**src/hw/rtl/escdt_pkg.sv**
```systemverilog
package escdt_pkg;

    localparam int N_STAGES = 16;

    // secs >>> 7 is offset by a multiple of 675 so the split by 675 runs unsigned
    localparam logic [33:0] SEC_OFFS  = 34'd4294968300;   // 675 * 6362916
    localparam logic [9:0]  D_675     = 10'd675;
    localparam logic [17:0] R_675_LO  = 18'(((64'd1 << 27) + 64'd674) / 64'd675);
    localparam logic [27:0] R_675_HI  = 28'(((64'd1 << 37) + 64'd674) / 64'd675);

    // shifted day count: days + 719468 + 39 eras, kept non-negative
    localparam logic [24:0] DAY_OFFS  = 25'd54335;
    localparam logic [17:0] D_ERA     = 18'd146097;
    localparam logic [24:0] R_ERA     = 25'(((64'd1 << 42) + 64'd146096) / 64'd146097);
    localparam logic [17:0] DOE_LAST  = 18'd146096;
    localparam logic [16:0] YEAR_BASE = 17'd15600;        // 39 eras of 400 years

    localparam logic [11:0] D_3600    = 12'd3600;
    localparam logic [17:0] R_3600    = 18'(((64'd1 << 29) + 64'd3599) / 64'd3600);
    localparam logic [5:0]  D_60      = 6'd60;
    localparam logic [12:0] R_60      = 13'(((64'd1 << 18) + 64'd59) / 64'd60);

    localparam logic [18:0] R_1460    = 19'(((64'd1 << 29) + 64'd1459) / 64'd1460);
    localparam logic [18:0] R_36524   = 19'(((64'd1 << 34) + 64'd36523) / 64'd36524);
    localparam logic [8:0]  D_365     = 9'd365;
    localparam logic [18:0] R_365     = 19'(((64'd1 << 27) + 64'd364) / 64'd365);
    localparam logic [9:0]  R_100     = 10'(((64'd1 << 16) + 64'd99) / 64'd100);
    localparam logic [8:0]  D_400     = 9'd400;
    localparam logic [7:0]  D_153     = 8'd153;
    localparam logic [11:0] R_153     = 12'(((64'd1 << 19) + 64'd152) / 64'd153);
    localparam logic [11:0] R_5       = 12'(((64'd1 << 14) + 64'd4) / 64'd5);
    localparam logic [3:0]  MP_JAN    = 4'd10;

endpackage

```
**src/hw/rtl/epoch_seconds_to_civil_datetime_core.sv**
```systemverilog
// Epoch seconds to civil date and time.
//
// Input channel: epoch_seconds (signed 40-bit seconds since 1970-01-01
// 00:00:00 UTC) with in_valid / in_ready. Output channel: year, month, day,
// hour, minute, second with out_valid / out_ready; one result beat for each
// input beat, in order.
//
// Sixteen register stages; every multiply is by a constant (a reciprocal or
// a divisor) with a register behind it. A beat accepted into stage 0 passes
// through each stage in order to the output registers of stage 15. One beat
// per cycle is accepted for as long as out_ready stays high.
//
// Each stage holds its beat while the stage ahead is full and stalled;
// empty stages keep filling, so in_ready drops only once all sixteen
// stages hold beats and out_ready is low. The output registers hold their
// beat until taken.
//
// Reset clears all stage valid bits; out_valid is low and in_ready high
// coming out of reset.
module epoch_seconds_to_civil_datetime_core
    import escdt_pkg::*;
(
    input  logic               clk,
    input  logic               rst_n,
    input  logic               in_valid,
    output logic               in_ready,
    input  logic signed [39:0] epoch_seconds,
    output logic               out_valid,
    input  logic               out_ready,
    output logic signed [15:0] year,
    output logic [3:0]         month,
    output logic [4:0]         day,
    output logic [4:0]         hour,
    output logic [5:0]         minute,
    output logic [5:0]         second
);

    logic [N_STAGES-1:0] vld_reg;
    logic [N_STAGES-1:0] vld_next;
    logic [N_STAGES:0]   en;

    assign en[N_STAGES] = out_ready;
    for (genvar i = 0; i < N_STAGES; i++)
    begin : g_en
        assign en[i] = ~vld_reg[i] | en[i+1];
    end

    assign vld_next = {vld_reg[N_STAGES-2:0], in_valid};

    always_ff @(posedge clk or negedge rst_n)
    begin
        if (!rst_n)
        begin
            vld_reg <= '0;
        end
        else
        begin
            vld_reg <= (vld_next & en[N_STAGES-1:0]) | (vld_reg & ~en[N_STAGES-1:0]);
        end
    end

    assign in_ready  = en[0];
    assign out_valid = vld_reg[N_STAGES-1];

    // stage 0: seconds split into a /128 part (offset) and a low part
    logic [33:0] s0_u_reg, s0_u_next;
    logic [6:0]  s0_lo_reg;

    assign s0_u_next = {epoch_seconds[39], epoch_seconds[39:7]} + SEC_OFFS;

    always_ff @(posedge clk)
    begin
        if (en[0])
        begin
            s0_u_reg  <= s0_u_next;
            s0_lo_reg <= epoch_seconds[6:0];
        end
    end

    // stage 1: upper digit of u / 675
    logic [34:0] p1;
    logic [7:0]  s1_q1_reg, s1_q1_next;
    logic [33:0] s1_u_reg;
    logic [6:0]  s1_lo_reg;

    assign p1         = 35'(s0_u_reg[33:17]) * 35'(R_675_LO);
    assign s1_q1_next = p1[34:27];

    always_ff @(posedge clk)
    begin
        if (en[1])
        begin
            s1_q1_reg <= s1_q1_next;
            s1_u_reg  <= s0_u_reg;
            s1_lo_reg <= s0_lo_reg;
        end
    end

    // stage 2: remainder of the upper digit joined with the lower bits
    logic [17:0] p2, r1;
    logic [26:0] s2_x_reg, s2_x_next;
    logic [7:0]  s2_q1_reg;
    logic [6:0]  s2_lo_reg;

    assign p2        = 18'(s1_q1_reg) * 18'(D_675);
    assign r1        = 18'(s1_u_reg[33:17]) - p2;
    assign s2_x_next = {r1[9:0], s1_u_reg[16:0]};

    always_ff @(posedge clk)
    begin
        if (en[2])
        begin
            s2_x_reg  <= s2_x_next;
            s2_q1_reg <= s1_q1_reg;
            s2_lo_reg <= s1_lo_reg;
        end
    end

    // stage 3: lower digit of u / 675
    logic [54:0] p3;
    logic [16:0] s3_q2_reg, s3_q2_next;
    logic [26:0] s3_x_reg;
    logic [7:0]  s3_q1_reg;
    logic [6:0]  s3_lo_reg;

    assign p3         = 55'(s2_x_reg) * 55'(R_675_HI);
    assign s3_q2_next = p3[53:37];

    always_ff @(posedge clk)
    begin
        if (en[3])
        begin
            s3_q2_reg <= s3_q2_next;
            s3_x_reg  <= s2_x_reg;
            s3_q1_reg <= s2_q1_reg;
            s3_lo_reg <= s2_lo_reg;
        end
    end

    // stage 4: time of day and shifted day count
    logic [26:0] p4, r2;
    logic [24:0] zsum;
    logic [23:0] s4_zo_reg, s4_zo_next;
    logic [16:0] s4_tod_reg, s4_tod_next;

    assign p4          = 27'(s3_q2_reg) * 27'(D_675);
    assign r2          = s3_x_reg - p4;
    assign s4_tod_next = {r2[9:0], s3_lo_reg};
    assign zsum        = {s3_q1_reg[7:0], s3_q2_reg} + DAY_OFFS;
    assign s4_zo_next  = zsum[23:0];

    always_ff @(posedge clk)
    begin
        if (en[4])
        begin
            s4_zo_reg  <= s4_zo_next;
            s4_tod_reg <= s4_tod_next;
        end
    end

    // stage 5: era and hour
    logic [48:0] p5e;
    logic [34:0] p5h;
    logic [6:0]  s5_era_reg, s5_era_next;
    logic [4:0]  s5_h_reg, s5_h_next;
    logic [23:0] s5_zo_reg;
    logic [16:0] s5_tod_reg;

    assign p5e         = 49'(s4_zo_reg) * 49'(R_ERA);
    assign s5_era_next = p5e[48:42];
    assign p5h         = 35'(s4_tod_reg) * 35'(R_3600);
    assign s5_h_next   = p5h[33:29];

    always_ff @(posedge clk)
    begin
        if (en[5])
        begin
            s5_era_reg <= s5_era_next;
            s5_h_reg   <= s5_h_next;
            s5_zo_reg  <= s4_zo_reg;
            s5_tod_reg <= s4_tod_reg;
        end
    end

    // stage 6: day of era and seconds within the hour
    logic [24:0] p6e, doe_w;
    logic [16:0] p6h, rem_w;
    logic [17:0] s6_doe_reg, s6_doe_next;
    logic [11:0] s6_rem_reg, s6_rem_next;
    logic [6:0]  s6_era_reg;
    logic [4:0]  s6_h_reg;

    assign p6e         = 25'(s5_era_reg) * 25'(D_ERA);
    assign doe_w       = 25'(s5_zo_reg) - p6e;
    assign s6_doe_next = doe_w[17:0];
    assign p6h         = 17'(s5_h_reg) * 17'(D_3600);
    assign rem_w       = s5_tod_reg - p6h;
    assign s6_rem_next = rem_w[11:0];

    always_ff @(posedge clk)
    begin
        if (en[6])
        begin
            s6_doe_reg <= s6_doe_next;
            s6_rem_reg <= s6_rem_next;
            s6_era_reg <= s5_era_reg;
            s6_h_reg   <= s5_h_reg;
        end
    end

    // stage 7: leap corrections, minute, era years
    logic [36:0] p7a, p7b;
    logic [24:0] p7m;
    logic [6:0]  s7_a_reg, s7_a_next;
    logic [2:0]  s7_b_reg, s7_b_next;
    logic        s7_c_reg, s7_c_next;
    logic [5:0]  s7_min_reg, s7_min_next;
    logic [15:0] s7_era4_reg, s7_era4_next;
    logic [17:0] s7_doe_reg;
    logic [11:0] s7_rem_reg;
    logic [4:0]  s7_h_reg;

    assign p7a          = 37'(s6_doe_reg) * 37'(R_1460);
    assign s7_a_next    = p7a[35:29];
    assign p7b          = 37'(s6_doe_reg) * 37'(R_36524);
    assign s7_b_next    = p7b[36:34];
    assign s7_c_next    = (s6_doe_reg == DOE_LAST);
    assign p7m          = 25'(s6_rem_reg) * 25'(R_60);
    assign s7_min_next  = p7m[23:18];
    assign s7_era4_next = 16'(s6_era_reg) * 16'(D_400);

    always_ff @(posedge clk)
    begin
        if (en[7])
        begin
            s7_a_reg    <= s7_a_next;
            s7_b_reg    <= s7_b_next;
            s7_c_reg    <= s7_c_next;
            s7_min_reg  <= s7_min_next;
            s7_era4_reg <= s7_era4_next;
            s7_doe_reg  <= s6_doe_reg;
            s7_rem_reg  <= s6_rem_reg;
            s7_h_reg    <= s6_h_reg;
        end
    end

    // stage 8: leap-adjusted day count, second
    logic [11:0] p8s, sec_w;
    logic [17:0] s8_t_reg, s8_t_next;
    logic [5:0]  s8_sec_reg, s8_sec_next;
    logic [17:0] s8_doe_reg;
    logic [15:0] s8_era4_reg;
    logic [4:0]  s8_h_reg;
    logic [5:0]  s8_min_reg;

    assign s8_t_next   = s7_doe_reg - 18'(s7_a_reg) + 18'(s7_b_reg) - 18'(s7_c_reg);
    assign p8s         = 12'(s7_min_reg) * 12'(D_60);
    assign sec_w       = s7_rem_reg - p8s;
    assign s8_sec_next = sec_w[5:0];

    always_ff @(posedge clk)
    begin
        if (en[8])
        begin
            s8_t_reg    <= s8_t_next;
            s8_sec_reg  <= s8_sec_next;
            s8_doe_reg  <= s7_doe_reg;
            s8_era4_reg <= s7_era4_reg;
            s8_h_reg    <= s7_h_reg;
            s8_min_reg  <= s7_min_reg;
        end
    end

    // stage 9: year of era
    logic [36:0] p9;
    logic [8:0]  s9_yoe_reg, s9_yoe_next;
    logic [17:0] s9_doe_reg;
    logic [15:0] s9_era4_reg;
    logic [4:0]  s9_h_reg;
    logic [5:0]  s9_min_reg, s9_sec_reg;

    assign p9          = 37'(s8_t_reg) * 37'(R_365);
    assign s9_yoe_next = p9[35:27];

    always_ff @(posedge clk)
    begin
        if (en[9])
        begin
            s9_yoe_reg  <= s9_yoe_next;
            s9_doe_reg  <= s8_doe_reg;
            s9_era4_reg <= s8_era4_reg;
            s9_h_reg    <= s8_h_reg;
            s9_min_reg  <= s8_min_reg;
            s9_sec_reg  <= s8_sec_reg;
        end
    end

    // stage 10: days before the year of era
    logic [18:0] p10c;
    logic [17:0] s10_y365_reg, s10_y365_next;
    logic [2:0]  s10_y100_reg, s10_y100_next;
    logic [8:0]  s10_yoe_reg;
    logic [17:0] s10_doe_reg;
    logic [15:0] s10_era4_reg;
    logic [4:0]  s10_h_reg;
    logic [5:0]  s10_min_reg, s10_sec_reg;

    assign s10_y365_next = 18'(s9_yoe_reg) * 18'(D_365);
    assign p10c          = 19'(s9_yoe_reg) * 19'(R_100);
    assign s10_y100_next = p10c[18:16];

    always_ff @(posedge clk)
    begin
        if (en[10])
        begin
            s10_y365_reg <= s10_y365_next;
            s10_y100_reg <= s10_y100_next;
            s10_yoe_reg  <= s9_yoe_reg;
            s10_doe_reg  <= s9_doe_reg;
            s10_era4_reg <= s9_era4_reg;
            s10_h_reg    <= s9_h_reg;
            s10_min_reg  <= s9_min_reg;
            s10_sec_reg  <= s9_sec_reg;
        end
    end

    // stage 11: day of year, March based
    logic [17:0] doy_w;
    logic [8:0]  s11_doy_reg, s11_doy_next;
    logic [8:0]  s11_yoe_reg;
    logic [15:0] s11_era4_reg;
    logic [4:0]  s11_h_reg;
    logic [5:0]  s11_min_reg, s11_sec_reg;

    assign doy_w = s10_doe_reg
                 - (s10_y365_reg + 18'(s10_yoe_reg[8:2]) - 18'(s10_y100_reg));
    assign s11_doy_next = doy_w[8:0];

    always_ff @(posedge clk)
    begin
        if (en[11])
        begin
            s11_doy_reg  <= s11_doy_next;
            s11_yoe_reg  <= s10_yoe_reg;
            s11_era4_reg <= s10_era4_reg;
            s11_h_reg    <= s10_h_reg;
            s11_min_reg  <= s10_min_reg;
            s11_sec_reg  <= s10_sec_reg;
        end
    end

    // stage 12: March-based month
    logic [10:0] w12;
    logic [22:0] p12;
    logic [3:0]  s12_mp_reg, s12_mp_next;
    logic [8:0]  s12_doy_reg, s12_yoe_reg;
    logic [15:0] s12_era4_reg;
    logic [4:0]  s12_h_reg;
    logic [5:0]  s12_min_reg, s12_sec_reg;

    assign w12         = {s11_doy_reg, 2'b00} + 11'(s11_doy_reg) + 11'd2;
    assign p12         = 23'(w12) * 23'(R_153);
    assign s12_mp_next = p12[22:19];

    always_ff @(posedge clk)
    begin
        if (en[12])
        begin
            s12_mp_reg   <= s12_mp_next;
            s12_doy_reg  <= s11_doy_reg;
            s12_yoe_reg  <= s11_yoe_reg;
            s12_era4_reg <= s11_era4_reg;
            s12_h_reg    <= s11_h_reg;
            s12_min_reg  <= s11_min_reg;
            s12_sec_reg  <= s11_sec_reg;
        end
    end

    // stage 13: 153 * mp + 2
    logic [11:0] p13;
    logic [10:0] s13_v_reg, s13_v_next;
    logic [3:0]  s13_mp_reg;
    logic [8:0]  s13_doy_reg, s13_yoe_reg;
    logic [15:0] s13_era4_reg;
    logic [4:0]  s13_h_reg;
    logic [5:0]  s13_min_reg, s13_sec_reg;

    assign p13        = 12'(s12_mp_reg) * 12'(D_153) + 12'd2;
    assign s13_v_next = p13[10:0];

    always_ff @(posedge clk)
    begin
        if (en[13])
        begin
            s13_v_reg    <= s13_v_next;
            s13_mp_reg   <= s12_mp_reg;
            s13_doy_reg  <= s12_doy_reg;
            s13_yoe_reg  <= s12_yoe_reg;
            s13_era4_reg <= s12_era4_reg;
            s13_h_reg    <= s12_h_reg;
            s13_min_reg  <= s12_min_reg;
            s13_sec_reg  <= s12_sec_reg;
        end
    end

    // stage 14: days before the month
    logic [22:0] p14;
    logic [8:0]  s14_d5_reg, s14_d5_next;
    logic [3:0]  s14_mp_reg;
    logic [8:0]  s14_doy_reg, s14_yoe_reg;
    logic [15:0] s14_era4_reg;
    logic [4:0]  s14_h_reg;
    logic [5:0]  s14_min_reg, s14_sec_reg;

    assign p14         = 23'(s13_v_reg) * 23'(R_5);
    assign s14_d5_next = p14[22:14];

    always_ff @(posedge clk)
    begin
        if (en[14])
        begin
            s14_d5_reg   <= s14_d5_next;
            s14_mp_reg   <= s13_mp_reg;
            s14_doy_reg  <= s13_doy_reg;
            s14_yoe_reg  <= s13_yoe_reg;
            s14_era4_reg <= s13_era4_reg;
            s14_h_reg    <= s13_h_reg;
            s14_min_reg  <= s13_min_reg;
            s14_sec_reg  <= s13_sec_reg;
        end
    end

    // stage 15: output registers
    logic [8:0]  day_w;
    logic [16:0] year_w;
    logic        jan_feb;
    logic [15:0] year_reg, year_next;
    logic [3:0]  month_reg, month_next;
    logic [4:0]  day_reg, day_next;
    logic [4:0]  hour_reg;
    logic [5:0]  minute_reg, second_reg;

    assign jan_feb    = (s14_mp_reg >= MP_JAN);
    assign day_w      = s14_doy_reg - s14_d5_reg + 9'd1;
    assign day_next   = day_w[4:0];
    assign month_next = jan_feb ? (s14_mp_reg - 4'd9) : (s14_mp_reg + 4'd3);
    assign year_w     = 17'(s14_era4_reg) + 17'(s14_yoe_reg) - YEAR_BASE + 17'(jan_feb);
    assign year_next  = year_w[15:0];

    always_ff @(posedge clk)
    begin
        if (en[15])
        begin
            year_reg   <= year_next;
            month_reg  <= month_next;
            day_reg    <= day_next;
            hour_reg   <= s14_h_reg;
            minute_reg <= s14_min_reg;
            second_reg <= s14_sec_reg;
        end
    end

    assign year   = year_reg;
    assign month  = month_reg;
    assign day    = day_reg;
    assign hour   = hour_reg;
    assign minute = minute_reg;
    assign second = second_reg;

endmodule

```
**config.mk**
```make
export PLATFORM = sky130hd
export DESIGN_NAME = epoch_seconds_to_civil_datetime_core
export DESIGN_NICKNAME = d
export VERILOG_FILES = /design/src/hw/rtl/escdt_pkg.sv /design/src/hw/rtl/epoch_seconds_to_civil_datetime_core.sv
export SDC_FILE = /design/constraint.sdc
export NUM_CORES = 2
export LEC_CHECK = 0
export BUFFER_PORTS_ARGS = -buffer_cell sky130_fd_sc_hd__clkbuf_2
export CORE_ASPECT_RATIO = 1.75
export CORE_MARGIN = 3
export CORE_UTILIZATION = 50
export CTS_BUF_LIST = sky130_fd_sc_hd__clkbuf_8 sky130_fd_sc_hd__clkbuf_16
export CTS_CLUSTER_SIZE = 28
export DETAILED_ROUTE_END_ITERATION = 12
export PLACE_DENSITY = 0.65
export SETUP_SLACK_MARGIN = 0.5
export SYNTH_ARGS = -nofsm -noshare
export SYNTH_HDL_FRONTEND = slang
export SYNTH_SLANG_ARGS = --single-unit
```
**constraint.sdc**
```tcl
create_clock -name clk -period 10.4 [get_ports clk]
set_input_delay 0.52 -clock clk [delete_from_list [all_inputs] [get_ports clk]]
set_output_delay 0.52 -clock clk [all_outputs]
set_load 0.005 [all_outputs]
```
# Yosys cells after proc, flatten, opt, wreduce, memory -nomap -nowiden
# Cells that the tools add are included.
[word_totals]
register_bits = 772
input_bits = 44
output_inout_bits = 44
word_cells = 167
[op_classes]
n_addsub = 23
n_mul = 19
magnitude_cmp = 1
eq_ne = 1
muxes = 1
n_bitwise = 36
[ops]
columns = ["cell", "count"]
rows = [
  ["18-bit by 16-bit multiplier with 33-bit output, second input constant", 2],
  ["27-bit by 28-bit multiplier with 54-bit output, second input constant", 1],
  ["24-bit by 24-bit multiplier with 48-bit output, second input constant", 1],
  ["18-bit by 19-bit multiplier with 37-bit output, second input constant", 1],
  ["34-bit by 33-bit adder with 34-bit output, second input constant", 1],
  ["17-bit by 17-bit multiplier with 34-bit output, second input constant", 1],
  ["17-bit by 18-bit multiplier with 34-bit output, second input constant", 1],
  ["16-bit AND", 2],
  ["24-bit by 16-bit adder with 24-bit output, second input constant", 1],
  ["11-bit by 12-bit multiplier with 23-bit output, second input constant", 1],
  ["12-bit by 12-bit multiplier with 23-bit output, second input constant", 1],
  ["11-bit by 2-bit adder with 11-bit output, second input constant", 2],
  ["10-bit subtractor", 2],
  ["11-bit by 12-bit multiplier with 19-bit output, second input constant", 1],
  ["18-bit by 3-bit adder with 18-bit output", 1],
  ["18-bit equality test, second input constant", 1],
  ["7-bit by 18-bit multiplier with 18-bit output, second input constant", 1],
  ["18-bit by 1-bit subtractor with 18-bit output", 1],
  ["18-bit subtractor", 1],
  ["18-bit by 7-bit subtractor with 18-bit output", 1],
  ["17-bit by 10-bit multiplier with 10-bit output, second input constant", 1],
  ["16-bit by 1-bit adder with 16-bit output", 1],
  ["16-bit by 9-bit adder with 16-bit output", 1],
  ["1-bit inverter", 16],
  ["23 further kinds", 38],
]

# Longest topological paths before layout
[depth]
ltp_word = 20
ltp_mapped = 29
mapped_depth_nobuf = 29

# Worst setup path after synthesis
# Ideal clock, no wire load.
[synth_timing]
path_kind = "input port to flip-flop"
startpoint = "in out_ready"
endpoint = "reg s0_lo_reg[0] (enable)"
setup_time_ps = 664
t_arrival_ps = 6502
required_time_ps = 9736
path_slack_ps = 3234
cell_stages = 8
path_buffers = 0
path_cell_list = "nor2b_1 > nand2_1 > nor2_1 > nand2_1 > nor3_1 > nand3_1 > nor2_1 > nand3_1"
[synth_between]
elab_chain_cells = 16
[synth_rtl]
columns = ["item", "line_no", "source"]
rows = [
  ["start, declared", "epoch_seconds_to_civil_datetime_core.sv:29", "input logic out_ready,"],
  ["1-bit OR (2 in a row)", "epoch_seconds_to_civil_datetime_core.sv:45", "assign en[i] = ~vld_reg[i] | en[i+1];"],
  ["via en[14]", "epoch_seconds_to_civil_datetime_core.sv:40", "logic [N_STAGES:0] en;"],
  ["1-bit OR (14 in a row)", "epoch_seconds_to_civil_datetime_core.sv:45", ""],
  ["via in_ready", "epoch_seconds_to_civil_datetime_core.sv:26", "output logic in_ready,"],
  ["end signal, assigned", "epoch_seconds_to_civil_datetime_core.sv:76", "s0_lo_reg <= epoch_seconds[6:0];"],
  ["end, declared", "epoch_seconds_to_civil_datetime_core.sv:67", "logic [6:0] s0_lo_reg;"],
]
# The timed path passes the listed nets, and every way through them passes these cells.
# A chain may end at the register's enable or synchronous reset.

# Worst setup path in the final report
[layout_timing]
startpoint = "reg s4_zo_reg[3]"
endpoint = "reg s5_era_reg[5] (data pin)"
[layout_between]
elab_chain_cells = 1
[layout_rtl]
columns = ["item", "line_no", "source"]
rows = [
  ["start, declared", "epoch_seconds_to_civil_datetime_core.sv:143", "logic [23:0] s4_zo_reg, s4_zo_next;"],
  ["start signal, assigned", "epoch_seconds_to_civil_datetime_core.sv:156", "s4_zo_reg <= s4_zo_next;"],
  ["24-bit by 24-bit multiplier with 48-bit output", "epoch_seconds_to_civil_datetime_core.sv:169", "assign p5e = 49'(s4_zo_reg) * 49'(R_ERA);"],
  ["via p5e[47]", "epoch_seconds_to_civil_datetime_core.sv:162", "logic [48:0] p5e;"],
  ["end signal, assigned", "epoch_seconds_to_civil_datetime_core.sv:178", "s5_era_reg <= s5_era_next;"],
  ["end, declared", "epoch_seconds_to_civil_datetime_core.sv:164", "logic [6:0] s5_era_reg, s5_era_next;"],
]
# The timed path passes the listed nets, and every way through them passes these cells.

==> results.yml <==
global_routing:
  track_usage_pct: 21.9
  grt_pass1_vias: 54100
  met2_usage_pct: 44.4
  grt_max_degree: 60
  gr-usage-met3_pct: 2.02
  busiest_layer: "met2"
  use_met1_pct: 20.7
  antenna_found_initial: 1
  overflow: 0
  grt_pass1_wl_mm: 282
timing:
  setup_violations: 0
  worstMarginPinSlew_ns: 1.02
  rsz0062_at_grt: "no"
  fin_tns_setup_ns: 0
  min_period_ns: 7.45
  finClkSkew_ns: 0.0483
  hold_viol: 0
  max_slew_margin_pct: 31.6
  fmax_ghz: 0.134
  slew_viol_final: 0
  post-route-period-util_pct: 71.7
worst_setup_path:
  worstSetupEndpointType: "flop"
  crit_path_max_fanout: 7
  r2r-start: "s4_zo_reg[3]$_DFFE_PN_"
  required_ns: 10.81
  cp-start-kind: "flop"
  crit_start: "s4_zo_reg[3]$_DFFE_PN_"
  cp.arrival_ns: 7.87
  worstSetupPathType: "reg2reg"
synth:
  syn_area_mm2: 0.0811
  syn_area_per_cell_um2: 12.1
  synth.distinct_cells: 72
  yosysSeqAreaShare_pct: 28.4
  netlist_top_cells_area: "edfxtp_1 (28%), ha_1 (27%), fa_1 (26%)"
  synth-seq-cells: 770
  synth.yosys.warnings: 0
  synth_edf_count: 754
  ys.flop_type: "edfxtp_1"
  synth-async-reset-ratio_pct: 2.08
  synth_top_area_share_pct: 27.9
  netlist_instances: 6712
  synth_area_leader_cell: "edfxtp_1"
  synth_fp_nets: 9526
detailed_routing:
  drc: 0
  firstDrtPassIters: 7
  num_vias: 47100
  wl_mm: 173
  ant_nets: 0
  via_per_inst: 5.15
  drt_iter0_drc: 1409
  wl_per_cell_um: 18.9
cts:
  tritoncts: "yes"
  path_clk_slew_ns: 0.06
  clockBufferDepth: 3
  cts_hold_repair.buffers: 10
  cts.sinks: 770
  postCtsSetupBuffers: 0
  ctsResizeCount: 0
  ctsHtreeMaxLevel: 3
  clkLatencyLatePin_ns: 0.69
  cts_root_buffer: "clkbuf_16"
  cts_buffers: 77
cells_and_area:
  instances_no_fill: 9149
  area_growth_pct: 7.77
  final_common_cell: "inv_1"
  n_fill_cell: 13800
  final_cell_mix: "inv_1 (1,817), ha_1 (1,729), fa_1 (1,041)"
  largest_register_ffs: 34
  fin_area_mm2: 0.0874
  drive_gt1_share_pct: 4.05
  nets: 9734
placement:
  placedInstanceArea_mm2: 0.0845
  routabilityCongestion: 0.965
  hpwl_mm: 152
  io_buffers: 87
  dp.cells: 8998
floorplanning:
  ios: 88
  row_count: 195
  die_y_um: 539
  die_area_mm2: 0.167
  core_mm2: 0.161
  die_w_um: 310
  floorplan.initialDensity_pct: 50.3
worst_hold_path:
  hold_path.class: "in2reg"
  min-delay-start: "in_valid"
outcome:
  outcome: "finished, final reports clean"
run:
  drv_cap: 0
==> layer usage <==
metal  wire length (um)  vias to the layer above
met4              12200                        0
met3               3640                      475
met1              55900                    23600
met2             101000                      749
li1                   -                    22300
met5                  0                        -
==> path summary, 6_finish.rpt <==
| path | endpoint | slack (ns) | cells after the start |
|---|---|---|---|
| min in group asynchronous | asynchronous set/reset pin | 0.40 | 2 |
| min | flop | 0.09 | 2 |
| min reg2reg | s6_rem_reg[3]$_DFFE_PN_ | 0.38 | 0 |
| max | s5_era_reg[5]$_DFFE_PN_ | 2.95 | 21 |
| max in group asynchronous | asynchronous set/reset pin | 9.54 | 2 |
| max reg2reg | s5_era_reg[5]$_DFFE_PN_ | 2.95 | 21 |
==> final cells by class <==
class | instances | area, um2 | area share, %
Antenna cell | 1 | 2.50 | 0.00286
Clock buffer | 82 | 2000 | 2.28
Clock inverter | 58 | 774 | 0.886
Inverter | 1808 | 6790 | 7.76
Multi-Input combinational cell | 4131 | 51300 | 58.7
Sequential cell | 770 | 23000 | 26.4
Tap cell | 2167 | 2710 | 3.10
Timing Repair Buffer | 132 | 798 | 0.913
==> critical path, stage by stage (launching register included) <==
cell and delay (ns):
edfxtp_1 0.54, inv_1 0.22, fa_1 0.57, inv_1 0.06
fa_1 0.50, inv_1 0.06, fa_1 0.51, fa_1 0.54
fa_1 0.52, fa_1 0.53, fa_1 0.55, inv_1 0.05
ha_1 0.32, a21o_1 0.18, a21o_1 0.17, a211o_1 0.32
a2111oi_0 0.47, a21oi_1 0.18, a21oi_2 0.41, o211ai_1 0.22
a21oi_1 0.21, xnor2_1 0.08
==> kinds of logic (layout without fill, tap and decap cells) <==
| group | Yosys count | count (layout) | synth area share, % |
|---|---|---|---|
| AO/OA/AOI/OAI | 557 | 557 | 4.54 |
| XOR/XNOR | 293 | 293 | 3.16 |
| adder cells (fa/ha/maj) | 2770 | 2770 | 52.4 |
| buffers and inverters | 1811 | 2080 | 8.38 |
| flip-flops | 770 | 770 | 28.4 |
| multiplexers | 2 | 2 | 0.0247 |
| other | 0 | 1 | 0 |
| AND/OR/NAND/NOR | 509 | 509 | 3.13 |
==> per-stage QoR <==
step / hold slack [ns] / setup slack [ns] / util [%]
2_1_floorplan: 0.224 / 3.23 / -
3_5_place_dp: 0.405 / 2.99 / 52.4
4_1_cts: 0.0399 / 2.99 / 54.2
5_1_grt: 0.0565 / 2.68 / 54.2
6_report: 0.0895 / 2.95 / 54.2
3_3_place_gp: 0.400 / 3.06 / 52.4
==> synth_stat cells (7+ instances only) <==
library cell,count
nand2_1,115
nand3_1,45
a211oi_1,15
dfrtp_1,16
nor3b_1,9
o21ai_0,93
nand4_1,38
nand3b_1,8
a21oi_1,170
or3_1,9
fa_1,1041
or2_2,13
ha_1,1729
nor3_1,32
and2_1,7
nor2_1,125
o31ai_1,10
xnor2_1,218
edfxtp_1,754
inv_1,1808
nor2b_1,33
nand2b_1,40
o21bai_1,31
a21o_1,100
a31oi_1,14
a31o_2,7
o21a_1,25
o211ai_1,11
xor2_1,75
and3_1,19
Power is left out: the tool's default activity adds up to more than one toggle a clock period on the data nets, which glitch-free logic cannot reach.
